### src/design/cco_pkg.sv
`default_nettype none

package cco_pkg;

	localparam int MAX_OBSTACLES = 16;
	localparam int IDX_W = (MAX_OBSTACLES > 1) ? $clog2(MAX_OBSTACLES) : 1;
	localparam int CNT_W = $clog2(MAX_OBSTACLES + 1);

	localparam int CMD_W   = 2;
	localparam int COORD_W = 16;
	localparam int RAD_W   = 11;
	localparam int SHAPE_W = 2;

	localparam logic [CMD_W-1:0] CMD_LOAD    = 2'd0;
	localparam logic [CMD_W-1:0] CMD_CLEAR   = 2'd1;
	localparam logic [CMD_W-1:0] CMD_RESOLVE = 2'd2;

	localparam logic [SHAPE_W-1:0] SHAPE_CIRCLE = 2'd0;

	// shared unit widths
	localparam int MUL_W  = COORD_W + 2;
	localparam int PROD_W = 2 * COORD_W + 1;
	localparam int ALU_W  = PROD_W + 1;

	// radius squared, integer; square root result Q.8
	localparam int RR_W       = 2 * RAD_W;
	localparam int SQRT_SHIFT = 16;
	localparam int RADICAND_W = RR_W + SQRT_SHIFT;
	localparam int ROOT_W     = RADICAND_W / 2;
	localparam int REM_W      = ROOT_W + 2;
	localparam int OFF_SHIFT  = 8;
	localparam int NUM_W      = RR_W + OFF_SHIFT + 1;
	localparam int QUO_W      = RAD_W + 1;
	localparam int CYC_W      = 5;

	typedef struct packed {
		logic signed [COORD_W-1:0] x;
		logic signed [COORD_W-1:0] y;
		logic [RAD_W-1:0]          r;
		logic [SHAPE_W-1:0]        shape;
	} obst_t;

	typedef struct packed {
		logic                    sub;
		logic [ALU_W-1:0]        a;
		logic [ALU_W-1:0]        b;
		logic signed [MUL_W-1:0] ma;
		logic signed [MUL_W-1:0] mb;
	} alu_req_t;

	typedef struct packed {
		logic [PROD_W-1:0] prod;
		logic [ALU_W-1:0]  res;
		logic              ge;
	} alu_rsp_t;

	typedef struct packed {
		logic signed [COORD_W-1:0] x;
		logic signed [COORD_W-1:0] y;
		logic                      touched;
		logic                      pushed;
	} result_t;

endpackage

`default_nettype wire

### src/design/circle_collision_pushout.sv
// Point versus circle collision resolution over a table of obstacles.
// Input channel (in_valid / in_stall) carries one beat per command:
//   load   - append an obstacle (center, radius, shape); dropped if the table is full
//   clear  - empty the table
//   resolve- walk the table in load order and push the particle out of each circle
// Load and clear give no output beat; command code 3 is ignored.
// Resolve gives one output beat (out_valid / out_stall) with the final position
// and the touched / pushed flags.
// Per stored obstacle, a resolve skips a non-circle, runs the distance test (dx, dy
// and radius squared) for a circle that misses or holds the particle at its center,
// and for a push-out adds a 19-step square root, a multiply by the radius per axis
// and two 12-step divides, all on one shared multiply / add-subtract unit.
// in_stall is high while a resolve is in progress; the next beat is taken the
// cycle after the result moves to the output register.
// While out_stall holds, the output beat stays registered and a new command can
// still be taken; a further result waits inside until the register frees.
// Reset empties the table and clears the output register.

`default_nettype none

module circle_collision_pushout
	import cco_pkg::*;
(
	input  wire logic                      clk,
	input  wire logic                      arst_n,
	input  wire logic                      in_valid,
	output logic                           in_stall,
	input  wire logic [CMD_W-1:0]          command,
	input  wire logic signed [COORD_W-1:0] pos_x,
	input  wire logic signed [COORD_W-1:0] pos_y,
	input  wire logic [RAD_W-1:0]          radius,
	input  wire logic [SHAPE_W-1:0]        shape,
	output logic                           out_valid,
	input  wire logic                      out_stall,
	output logic signed [COORD_W-1:0]      new_x,
	output logic signed [COORD_W-1:0]      new_y,
	output logic                           touched,
	output logic                           pushed
);

	logic             in_acc;
	logic             seq_idle;
	logic             res_valid;
	logic             res_take;
	result_t          res;
	result_t          out_q;
	logic             out_valid_q;
	obst_t            wr_data;
	obst_t            rd_data;
	logic [IDX_W-1:0] rd_idx;
	logic [CNT_W-1:0] count;

	assign in_stall = !seq_idle;
	assign in_acc   = in_valid && !in_stall;

	assign wr_data.x     = pos_x;
	assign wr_data.y     = pos_y;
	assign wr_data.r     = radius;
	assign wr_data.shape = shape;

	cco_table u_table (
		.clk     (clk),
		.arst_n  (arst_n),
		.load    (in_acc && (command == CMD_LOAD)),
		.clear   (in_acc && (command == CMD_CLEAR)),
		.wr_data (wr_data),
		.rd_idx  (rd_idx),
		.rd_data (rd_data),
		.count   (count)
	);

	cco_seq u_seq (
		.clk       (clk),
		.arst_n    (arst_n),
		.start     (in_acc && (command == CMD_RESOLVE)),
		.start_x   (pos_x),
		.start_y   (pos_y),
		.count     (count),
		.entry     (rd_data),
		.res_take  (res_take),
		.rd_idx    (rd_idx),
		.idle      (seq_idle),
		.res_valid (res_valid),
		.res       (res)
	);

	assign res_take = res_valid && (!out_valid_q || !out_stall);

	always_ff @(posedge clk or negedge arst_n) begin
		if (!arst_n) begin
			out_valid_q <= 1'b0;
			out_q       <= '0;
		end else if (res_take) begin
			out_valid_q <= 1'b1;
			out_q       <= res;
		end else if (!out_stall) begin
			out_valid_q <= 1'b0;
		end
	end

	assign out_valid = out_valid_q;
	assign new_x     = out_q.x;
	assign new_y     = out_q.y;
	assign touched   = out_q.touched;
	assign pushed    = out_q.pushed;

endmodule

`default_nettype wire

### src/design/cco_table.sv
`default_nettype none

module cco_table
	import cco_pkg::*;
(
	input  wire logic             clk,
	input  wire logic             arst_n,
	input  wire logic             load,
	input  wire logic             clear,
	input  wire obst_t            wr_data,
	input  wire logic [IDX_W-1:0] rd_idx,
	output obst_t                 rd_data,
	output logic [CNT_W-1:0]      count
);

	obst_t            mem_q [MAX_OBSTACLES];
	obst_t            rd_q;
	logic [CNT_W-1:0] count_q;
	logic             wr_en;

	assign wr_en = load && (count_q != CNT_W'(MAX_OBSTACLES));

	always_ff @(posedge clk or negedge arst_n) begin
		if (!arst_n) begin
			count_q <= '0;
		end else if (clear) begin
			count_q <= '0;
		end else if (wr_en) begin
			count_q <= count_q + CNT_W'(1);
		end
	end

	always_ff @(posedge clk) begin
		if (wr_en) begin
			mem_q[count_q[IDX_W-1:0]] <= wr_data;
		end
		rd_q <= mem_q[rd_idx];
	end

	assign rd_data = rd_q;
	assign count   = count_q;

endmodule

`default_nettype wire

### src/design/cco_alu.sv
`default_nettype none

module cco_alu
	import cco_pkg::*;
(
	input  wire logic     clk,
	input  wire alu_req_t req,
	output alu_rsp_t      rsp
);

	logic signed [2*MUL_W-1:0] prod;
	logic [PROD_W-1:0]         prod_q;
	logic [ALU_W:0]            diff;
	logic [ALU_W-1:0]          sum;

	assign prod = req.ma * req.mb;

	always_ff @(posedge clk) begin
		prod_q <= prod[PROD_W-1:0];
	end

	assign diff = {1'b0, req.a} - {1'b0, req.b};
	assign sum  = req.a + req.b;

	assign rsp.prod = prod_q;
	assign rsp.res  = req.sub ? diff[ALU_W-1:0] : sum;
	assign rsp.ge   = !diff[ALU_W];

endmodule

`default_nettype wire

### src/design/cco_seq.sv
`default_nettype none

module cco_seq
	import cco_pkg::*;
(
	input  wire logic                      clk,
	input  wire logic                      arst_n,
	input  wire logic                      start,
	input  wire logic signed [COORD_W-1:0] start_x,
	input  wire logic signed [COORD_W-1:0] start_y,
	input  wire logic [CNT_W-1:0]          count,
	input  wire obst_t                     entry,
	input  wire logic                      res_take,
	output logic [IDX_W-1:0]               rd_idx,
	output logic                           idle,
	output logic                           res_valid,
	output result_t                        res
);

	typedef enum logic [3:0] {
		S_IDLE, S_READ, S_FETCH, S_MDX, S_MDY, S_MRR, S_CMP, S_SQRT,
		S_MX, S_NUMX, S_DIVX, S_MY, S_NUMY, S_DIVY, S_DONE
	} state_t;

	state_t                    state_q;
	logic [CNT_W-1:0]          idx_q;
	logic signed [COORD_W-1:0] px_q, py_q, cx_q, cy_q;
	logic [RAD_W-1:0]          r_q;
	logic signed [COORD_W:0]   dx_q, dy_q;
	logic [ALU_W-1:0]          d2_q;
	logic [RADICAND_W-1:0]     rad_q;
	logic [REM_W-1:0]          rem_q;
	logic [ROOT_W-1:0]         root_q;
	logic [QUO_W-1:0]          quo_q;
	logic [CYC_W-1:0]          cnt_q;
	logic                      touched_q, pushed_q;

	alu_req_t                  req;
	alu_rsp_t                  rsp;
	logic [COORD_W:0]          magx, magy;
	logic [REM_W+1:0]          sqrt_a;
	logic [ROOT_W:0]           div_a;
	logic [QUO_W-1:0]          quo_nx;

	function automatic logic signed [COORD_W-1:0] sat_add(
		input logic signed [COORD_W-1:0] c,
		input logic [QUO_W-1:0]          q,
		input logic                      neg
	);
		logic signed [COORD_W+1:0] off;
		logic signed [COORD_W+1:0] s;
		off = $signed((COORD_W+2)'(q));
		if (neg) begin
			off = -off;
		end
		s = (COORD_W+2)'(c) + off;
		if (s > (COORD_W+2)'(32767)) begin
			sat_add = 16'sh7FFF;
		end else if (s < -(COORD_W+2)'(32768)) begin
			sat_add = 16'sh8000;
		end else begin
			sat_add = s[COORD_W-1:0];
		end
	endfunction

	cco_alu u_alu (
		.clk (clk),
		.req (req),
		.rsp (rsp)
	);

	assign magx   = dx_q[COORD_W] ? (COORD_W+1)'(-dx_q) : (COORD_W+1)'(dx_q);
	assign magy   = dy_q[COORD_W] ? (COORD_W+1)'(-dy_q) : (COORD_W+1)'(dy_q);
	assign sqrt_a = {rem_q, rad_q[RADICAND_W-1 -: 2]};
	assign div_a  = {rem_q[ROOT_W-1:0], quo_q[QUO_W-1]};
	assign quo_nx = {quo_q[QUO_W-2:0], rsp.ge};

	always_comb begin
		req = '0;
		case (state_q)
			S_MDX: begin
				req.ma = MUL_W'(dx_q);
				req.mb = MUL_W'(dx_q);
			end
			S_MDY: begin
				req.ma = MUL_W'(dy_q);
				req.mb = MUL_W'(dy_q);
			end
			S_MRR: begin
				req.ma = MUL_W'(r_q);
				req.mb = MUL_W'(r_q);
				req.a  = d2_q;
				req.b  = ALU_W'(rsp.prod);
			end
			S_CMP: begin
				req.sub = 1'b1;
				req.a   = ALU_W'(rsp.prod);
				req.b   = d2_q;
			end
			S_SQRT: begin
				req.sub = 1'b1;
				req.a   = ALU_W'(sqrt_a);
				req.b   = ALU_W'({root_q, 2'b01});
			end
			S_MX: begin
				req.ma = MUL_W'(magx);
				req.mb = MUL_W'(r_q);
			end
			S_MY: begin
				req.ma = MUL_W'(magy);
				req.mb = MUL_W'(r_q);
			end
			S_NUMX, S_NUMY: begin
				req.a = ALU_W'({rsp.prod[RR_W-1:0], OFF_SHIFT'(0)});
				req.b = ALU_W'(root_q[ROOT_W-1:1]);
			end
			S_DIVX, S_DIVY: begin
				req.sub = 1'b1;
				req.a   = ALU_W'(div_a);
				req.b   = ALU_W'(root_q);
			end
			default: begin
				req = '0;
			end
		endcase
	end

	always_ff @(posedge clk or negedge arst_n) begin
		if (!arst_n) begin
			state_q   <= S_IDLE;
			idx_q     <= '0;
			px_q      <= '0;
			py_q      <= '0;
			cx_q      <= '0;
			cy_q      <= '0;
			r_q       <= '0;
			dx_q      <= '0;
			dy_q      <= '0;
			d2_q      <= '0;
			rad_q     <= '0;
			rem_q     <= '0;
			root_q    <= '0;
			quo_q     <= '0;
			cnt_q     <= '0;
			touched_q <= 1'b0;
			pushed_q  <= 1'b0;
		end else begin
			case (state_q)
				S_IDLE: begin
					if (start) begin
						px_q      <= start_x;
						py_q      <= start_y;
						idx_q     <= '0;
						touched_q <= 1'b0;
						pushed_q  <= 1'b0;
						state_q   <= S_READ;
					end
				end
				S_READ: begin
					state_q <= S_FETCH;
				end
				S_FETCH: begin
					if (idx_q == count) begin
						state_q <= S_DONE;
					end else begin
						cx_q <= entry.x;
						cy_q <= entry.y;
						r_q  <= entry.r;
						dx_q <= (COORD_W+1)'(px_q) - (COORD_W+1)'(entry.x);
						dy_q <= (COORD_W+1)'(py_q) - (COORD_W+1)'(entry.y);
						if (entry.shape == SHAPE_CIRCLE) begin
							state_q <= S_MDX;
						end else begin
							idx_q   <= idx_q + CNT_W'(1);
							state_q <= S_READ;
						end
					end
				end
				S_MDX: begin
					state_q <= S_MDY;
				end
				S_MDY: begin
					d2_q    <= ALU_W'(rsp.prod);
					state_q <= S_MRR;
				end
				S_MRR: begin
					d2_q    <= rsp.res;
					state_q <= S_CMP;
				end
				S_CMP: begin
					if (!rsp.ge) begin
						idx_q   <= idx_q + CNT_W'(1);
						state_q <= S_READ;
					end else if (d2_q == '0) begin
						touched_q <= 1'b1;
						idx_q     <= idx_q + CNT_W'(1);
						state_q   <= S_READ;
					end else begin
						touched_q <= 1'b1;
						rad_q     <= {d2_q[RR_W-1:0], SQRT_SHIFT'(0)};
						rem_q     <= '0;
						root_q    <= '0;
						cnt_q     <= CYC_W'(ROOT_W - 1);
						state_q   <= S_SQRT;
					end
				end
				S_SQRT: begin
					if (rsp.ge) begin
						rem_q  <= rsp.res[REM_W-1:0];
						root_q <= {root_q[ROOT_W-2:0], 1'b1};
					end else begin
						rem_q  <= sqrt_a[REM_W-1:0];
						root_q <= {root_q[ROOT_W-2:0], 1'b0};
					end
					rad_q <= rad_q << 2;
					if (cnt_q == '0) begin
						state_q <= S_MX;
					end else begin
						cnt_q <= cnt_q - CYC_W'(1);
					end
				end
				S_MX: begin
					state_q <= S_NUMX;
				end
				S_MY: begin
					state_q <= S_NUMY;
				end
				S_NUMX, S_NUMY: begin
					rem_q   <= REM_W'(rsp.res[NUM_W-1:QUO_W]);
					quo_q   <= rsp.res[QUO_W-1:0];
					cnt_q   <= CYC_W'(QUO_W - 1);
					state_q <= (state_q == S_NUMX) ? S_DIVX : S_DIVY;
				end
				S_DIVX, S_DIVY: begin
					if (rsp.ge) begin
						rem_q <= rsp.res[REM_W-1:0];
					end else begin
						rem_q <= REM_W'(div_a);
					end
					quo_q <= quo_nx;
					if (cnt_q != '0) begin
						cnt_q <= cnt_q - CYC_W'(1);
					end else if (state_q == S_DIVX) begin
						px_q    <= sat_add(cx_q, quo_nx, dx_q[COORD_W]);
						state_q <= S_MY;
					end else begin
						py_q     <= sat_add(cy_q, quo_nx, dy_q[COORD_W]);
						pushed_q <= 1'b1;
						idx_q    <= idx_q + CNT_W'(1);
						state_q  <= S_READ;
					end
				end
				S_DONE: begin
					if (res_take) begin
						state_q <= S_IDLE;
					end
				end
				default: begin
					state_q <= S_IDLE;
				end
			endcase
		end
	end

	assign rd_idx      = idx_q[IDX_W-1:0];
	assign idle        = (state_q == S_IDLE);
	assign res_valid   = (state_q == S_DONE);
	assign res.x       = px_q;
	assign res.y       = py_q;
	assign res.touched = touched_q;
	assign res.pushed  = pushed_q;

endmodule

`default_nettype wire
### config.mk
export PLATFORM = sky130hd
export DESIGN_NAME = circle_collision_pushout
export DESIGN_NICKNAME = d
export VERILOG_FILES = /design/src/design/cco_pkg.sv /design/src/design/circle_collision_pushout.sv /design/src/design/cco_table.sv /design/src/design/cco_alu.sv /design/src/design/cco_seq.sv
export SDC_FILE = /design/constraint.sdc
export NUM_CORES = 2
export LEC_CHECK = 0
export ABC_AREA = 1
export BUFFER_PORTS_ARGS = -buffer_cell sky130_fd_sc_hd__buf_2
export CORE_UTILIZATION = 47
export CTS_CLUSTER_SIZE = 16
export DETAILED_ROUTE_END_ITERATION = 6
export GPL_TIMING_DRIVEN = 0
export HOLD_SLACK_MARGIN = 0.15
export PLACE_DENSITY = 0.61
export REMOVE_ABC_BUFFERS = 1
export SLEW_MARGIN = 20
export SYNTH_ARGS = -nofsm -noshare
export SYNTH_HDL_FRONTEND = slang
export SYNTH_HIERARCHICAL = 1
export SYNTH_SLANG_ARGS = --single-unit
### constraint.sdc
create_clock -name clk -period 8.95 [get_ports clk]
set_clock_uncertainty 0.15 [all_clocks]
set_input_delay 0.895 -clock clk [delete_from_list [all_inputs] [get_ports clk]]
set_output_delay 0.895 -clock clk [all_outputs]
set_load 0.005 [all_outputs]
# Word-level counts from Yosys, hierarchy flattened
# Memories as Yosys holds them, arrays and structs flattened. A register that Yosys moved wholly into a read port is not among the register bits.
# Index checks and enable logic that the tools add are counted.
# W data, S select, Z words.
# totals
ff_bits	322
ramBits	720
inputBits	51
out_inout_bits	36
word_cells	188
mem_count	1
# memory_table
memory	words	width	read_ports	rd_ports_with_merged_regs	write_ports	line_no	rtl
u_table.mem_q	16	45	1	1	1	cco_table.sv:16	obst_t mem_q [MAX_OBSTACLES];
# op_classes
addsub	12
mul	1
magnitude_cmp	4
eq_ne	32
n_mux	76
bitwise	1
n_reduce_logical	37
# op_table
operator	count
$pmux W68 S5	1
$pmux W36 S5	1
$mux W16	10
$mux W18	8
$mux W21	4
$pmux W21 S4	1
$mux W38	2
$pmux W38 S2	1
$pmux W34 S2	1
$mux W5	13
$pmux W16 S2	2
$pmux W4 S13	1
$pmux W5 S4	2
$mux W19	2
$pmux W19 S2	1
$add A16 B18 Y18	2
$gt A18 B16 Y1 const B	2
$lt A18 B16 Y1 const B	2
$sub A34 B34 Y35	1
$add A34 B34 Y34	1
$logic_not A34 Y1	1
$mux W17	2
$mux W34	1
$neg A17 Y17	2
39 further kinds	99

# Logic depth before layout (Yosys ltp)
# depth
word_depth	17
mapped_depth	46
mapped_depth_nobuf	40

# Modules after synthesis
# Netlist, hierarchy kept.
# by_module_without_submodules
module	n_inst	cells_per_inst	area_per_inst_um2	seq_area_each_um2
cco_table	1	3024	32190.9	22646.7
cco_alu	1	2671	17936.0	660.6
cco_seq	1	2529	17345.4	5830.6
circle_collision_pushout	1	158	1482.7	875.8

# Worst setup path after synthesis
# Ideal clock, no wire load.
# synth_path
path_type	register to register
from	reg u_seq.dx_q[0]
to	reg u_seq.u_alu.prod_q[32]
setup_ns	0.113
arrival_ns	6.693
required_time_ns	8.687
setup_slack_ns	1.994
stages_incl_launch_ff	35
path_buffers	2
synth_period_minus_slack_ns	6.956
path_cell_list	dfrtp_1 > inv_1 > ha_1 > inv_1 > nor4_1 > nand3_1 > nand2_1 > o21ai_0 > a21oi_1 > o21ai_0 > o211ai_1 > clkbuf_1 > clkbuf_1 > nand2_1 > fa_1 > inv_1 > fa_1 > fa_1 > inv_1 > fa_1 > inv_1 > fa_1 > inv_1 > fa_1 > inv_1 > ha_1 > nand2_1 > nor2_1 > nand2_1 > nor3_1 > nand2_1 > nand3_1 > inv_1 > nand3_1 > nand2_1
# synth_rtl
element	line_no	rtl
from (decl)	cco_seq.sv:29	logic signed [COORD_W:0] dx_q, dy_q;
from (signal assigned)	cco_seq.sv:169	dx_q <= (COORD_W+1)'(px_q) - (COORD_W+1)'(entry.x);
to (signal assigned)	cco_alu.sv:19	prod_q <= prod[PROD_W-1:0];
to (decl)	cco_alu.sv:12	logic [PROD_W-1:0] prod_q;

==> run_results.csv <==
group,metric,value,unit
outcome,status,"finished with violations",
outcome,violations,"DRC",
worst_setup_path,cp.depth,34,
final_layout,regArea,0.0300,mm2
logic_synthesis,synth_top_area_share,0.314,
logic_synthesis,synth_edf_count,720,
global_routing,use_met1,0.385,
worst_setup_path,cp_top_family,"simple AND/OR/NAND/NOR gates",
global_routing,grt_overflow_total,0,
sta,setup_viol,0,
cts,cts_tree,"built",
cts,cts.sinks,1071,
global_routing,grt_pass1_vias,53069,
sta,period_share,0.953,
worst_setup_path,worstPathRequired,9420,ps
worst_setup_path,slowest_stage,"nor4_4",
sta,period_minus_slack,8530,ps
worst_setup_path,path_buf_inv,5,
route,routed_wl,208,mm
sta,worstMarginPinSlew,1060,ps
worst_setup_path,arrival,9000,ps
logic_synthesis,ys_seq_elements,1071,
logic_synthesis,ys_seq_area_frac,0.435,
final_layout,fillers,13576,
final_layout,fin_area,0.0757,mm2
route,drt_iter0_markers,4797,
logic_synthesis,synth_most_common_cell,"nand2_1",
global_routing,grtUsageMet3,0.0391,
global_routing,grtUsageTotal,0.281,
floorplanning,die_y,385,um
worst_setup_path,worstSetupStartpointType,"flop",
logic_synthesis,ys_types,67,
worst_setup_path,r2r_cells,34,
worst_setup_path,startpoint,"u_seq/state_q[1]",
route,drt-pass1-iter-count,7,
floorplanning,coreArea,0.146,mm2
cts,root_buffer,"clkbuf_16",
final_layout,syn2layout_area_growth,9.82,%
min_path,min_from,"u_table/rd_data[6]",
power,power_leakage,37.0,nW
sta,slew_headroom,0.293,
placed_design,placed_cell_area,0.0715,mm2
route,ant_nets,0,
route,viasPerCell,5.34,
placed_design,port_buffers,86,
sta,hold_viol_final,0,
floorplanning,initial_utilization,0.474,
logic_synthesis,ys_top_cells_by_area,"edfxtp_1 31%, nand2_1 14%, dfrtp_1 9.9%",
logic_synthesis,ys_async_sr_fraction,0.255,
sta,final_max_slew_viol_count,0,
final_layout,utilization,0.520,
placed_design,dp_cells,10085,
worst_setup_path,slowest_delay,510,ps
route,drc,3,
floorplanning,die_area,0.148,mm2
floorplanning,pin_count,87,
logic_synthesis,yosys_most_used_dff,"edfxtp_1",
logic_synthesis,syn_avg_cell_area,8.23,um2
worst_setup_path,worstPathMaxFanout,35,
logic_synthesis,ys_top_cells_by_count,"2533 x nand2_1, 1605 x inv_1, 781 x nand3_1, 720 x edfxtp_1, 323 x nor2_1",
sta,hold-worst-slack,286,ps
logic_synthesis,syn-cell-area,0.0690,mm2
global_routing,grt_pass1_wl,317,mm
final_layout,final_layout_size_suffix_gt1_frac,0.0647,
min_path,min_to,"u_seq/r_q[4]",
placed_design,pre_cts_slack,-1200,ps
route,wl_per_cell,20.2,um
placed_design,routabilityCongestion,0.942,
placed_design,hpwl,144,mm
final_layout,fin_cells,10323,
final_layout,multi_input_area,0.0312,mm2
worst_setup_path,worstSetupEndpointType,"flop",
floorplanning,dieWidth,385,um
route,vias,55132,
sta,worst_slack,422,ps
power,p_per_area,354,mW/mm2
cts,max-clock-path-buffers,3,
global_routing,top_usage_layer,"met2",
worst_setup_path,r2r_start,"u_seq/state_q[1]",
logic_synthesis,synthCells,8382,
final_layout,fin_nets,8896,
sta,max_freq,117,MHz
logic_synthesis,synth.largest_area_cell,"edfxtp_1",
cts,clk_latency,780,ps
worst_setup_path,r2r_slack,420,ps
job,drv_cap,0,
global_routing,antenna_found_initial,10,
global_routing,use_met2,0.457,
worst_setup_path,crit_type,"flop to flop",
power,irDropWorstVdd,272,uV
min_path,min_path_cells,2,
worst_setup_path,cpMostUsedCell,"nand2_1",
worst_setup_path,r2r_end,"u_seq/px_q[12]",
sta,grt_setup_unrepaired,"yes",
min_path,hp-class,"flop to flop",
floorplanning,rows,140,
logic_synthesis,yosysWarnings,6,
cts,cts.clk_slew.worst_paths,60,ps
cts,cts_buffers,113,
global_routing,grt_max_degree,162,
cts,htreeDepth,3,
==> kinds of logic (layout without fill, tap and decap cells) <==
kind of cell | after synthesis | count (layout) | share of synthesized area
other | 0 | 4 | 0
xor gates and xnor gates | 111 | 111 | 0.0141
and+or+nand+nor | 3823 | 3826 | 0.230
AOI/OAI and AO/OA | 818 | 819 | 0.0689
DFF | 1071 | 1071 | 0.435
buffers and inverters | 2009 | 2025 | 0.118
adders and majority gates | 544 | 544 | 0.133
muxes | 6 | 6 | 0.000871
==> tightest hold or removal path: stages (launching register included) <==
cell and delay [ps]:
dfxtp_1 300, nand2_1 50, nand2_1 40
==> repair_timing <==
item	in CTS	in global routing
gates resized for setup	13	19
endpoints found under the hold margin	22	0
setup buffers	1	11
pin swaps	3	6
gates cloned	3	2
setup endpoints to repair	33	36
hold buffers	1	0
==> worst max path at each step <==
stage                        endpoint  slack [ps]
6_report               u_seq/px_q[12]         420
5_1_grt                u_seq/px_q[12]         -10
4_1_cts        u_seq/u_alu/prod_q[32]         140
3_3_place_gp       u_table/rd_data[7]      -15270
3_5_place_dp           u_seq/py_q[14]       -1200
2_1_floorplan     u_table/rd_data[13]       -1970
==> routing by layer <==
| metal | vias to the layer above | wire length, um |
|---|---|---|
| li1 | 26238 | - |
| met1 | 26705 | 91000 |
| met2 | 1784 | 97400 |
| met3 | 395 | 12900 |
| met4 | 10 | 7080 |
| met5 | - | 59 |
==> cell type report <==
class / instances / area share
Clock inverter: 61 / 0.00871
Inverter: 1637 / 0.0826
Antenna cell: 4 / 0.000132
Multi-Input combinational cell: 5306 / 0.411
Timing Repair inverter: 1 / 0.0000661
Timing Repair Buffer: 171 / 0.0259
Tap cell: 1917 / 0.0317
Sequential cell: 1071 / 0.397
Clock buffer: 155 / 0.0429
==> sequential cells by signal, summed over array words and instances (netlist names), 5 cells and up <==
signal / count
u_seq/r_q: 11
u_seq/cx_q: 16
u_seq/dy_q: 17
u_seq/idx_q: 5
new_x: 16
u_seq/cy_q: 16
u_seq/px_q: 16
u_seq/u_alu/prod_q: 33
u_table/count: 5
u_seq/py_q: 16
new_y: 16
u_seq/root_q: 19
u_seq/cnt_q: 5
u_table/mem_q: 720
u_seq/d2_q: 34
u_seq/rad_q: 22
u_table/rd_data: 45
u_seq/quo_q: 12
u_seq/rem_q: 21
u_seq/dx_q: 17
==> layout by cell type (no fill, tap or decap), drive strengths merged, types with 3 or more instances in the layout <==
cell type | Yosys | routed
nand2 | 2565 | 2566
nand3b | 14 | 14
o221ai | 60 | 60
or2 | 11 | 11
o31ai | 9 | 9
a22oi | 17 | 17
o211ai | 28 | 28
nor2 | 347 | 349
clkbuf | 149 | 155
clkinvlp | 0 | 9
mux2i | 6 | 6
nor3 | 49 | 49
fa | 312 | 312
o21ai | 354 | 354
o21bai | 21 | 21
inv | 1635 | 1637
o2111ai | 5 | 5
diode | 0 | 4
a221oi | 9 | 9
nand4 | 34 | 34
ha | 232 | 232
a31oi | 12 | 12
dfxtp | 78 | 78
nor4 | 13 | 13
a21boi | 3 | 3
nand3 | 786 | 786
dfrtp | 273 | 273
a21o | 11 | 11
bufinv | 0 | 7
xor2 | 71 | 71
buf | 223 | 170
and3 | 3 | 3
clkinv | 2 | 46
o22ai | 42 | 43
a21oi | 238 | 238
xnor2 | 40 | 40
edfxtp | 720 | 720
==> through the flow <==
stage | TNS [ps] | total power [mW]
after global routing | -13.2 | 28.8
after CTS | 0 | 26.7
after global placement | -1525040 | 21.6
after detailed placement | -33480 | 21.7
after floorplan | -98850 | 16.6
final | 0 | 26.8
==> where the power goes <==
part           switching (mW)  internal [mW]  leakage [nW]  total, mW
sequential              0.721           6.00          10.7       6.72
clock                    2.08           2.76          1.91       4.84
combinational            10.5           4.74          24.5       15.3
Power figures use the tool's default switching activity.
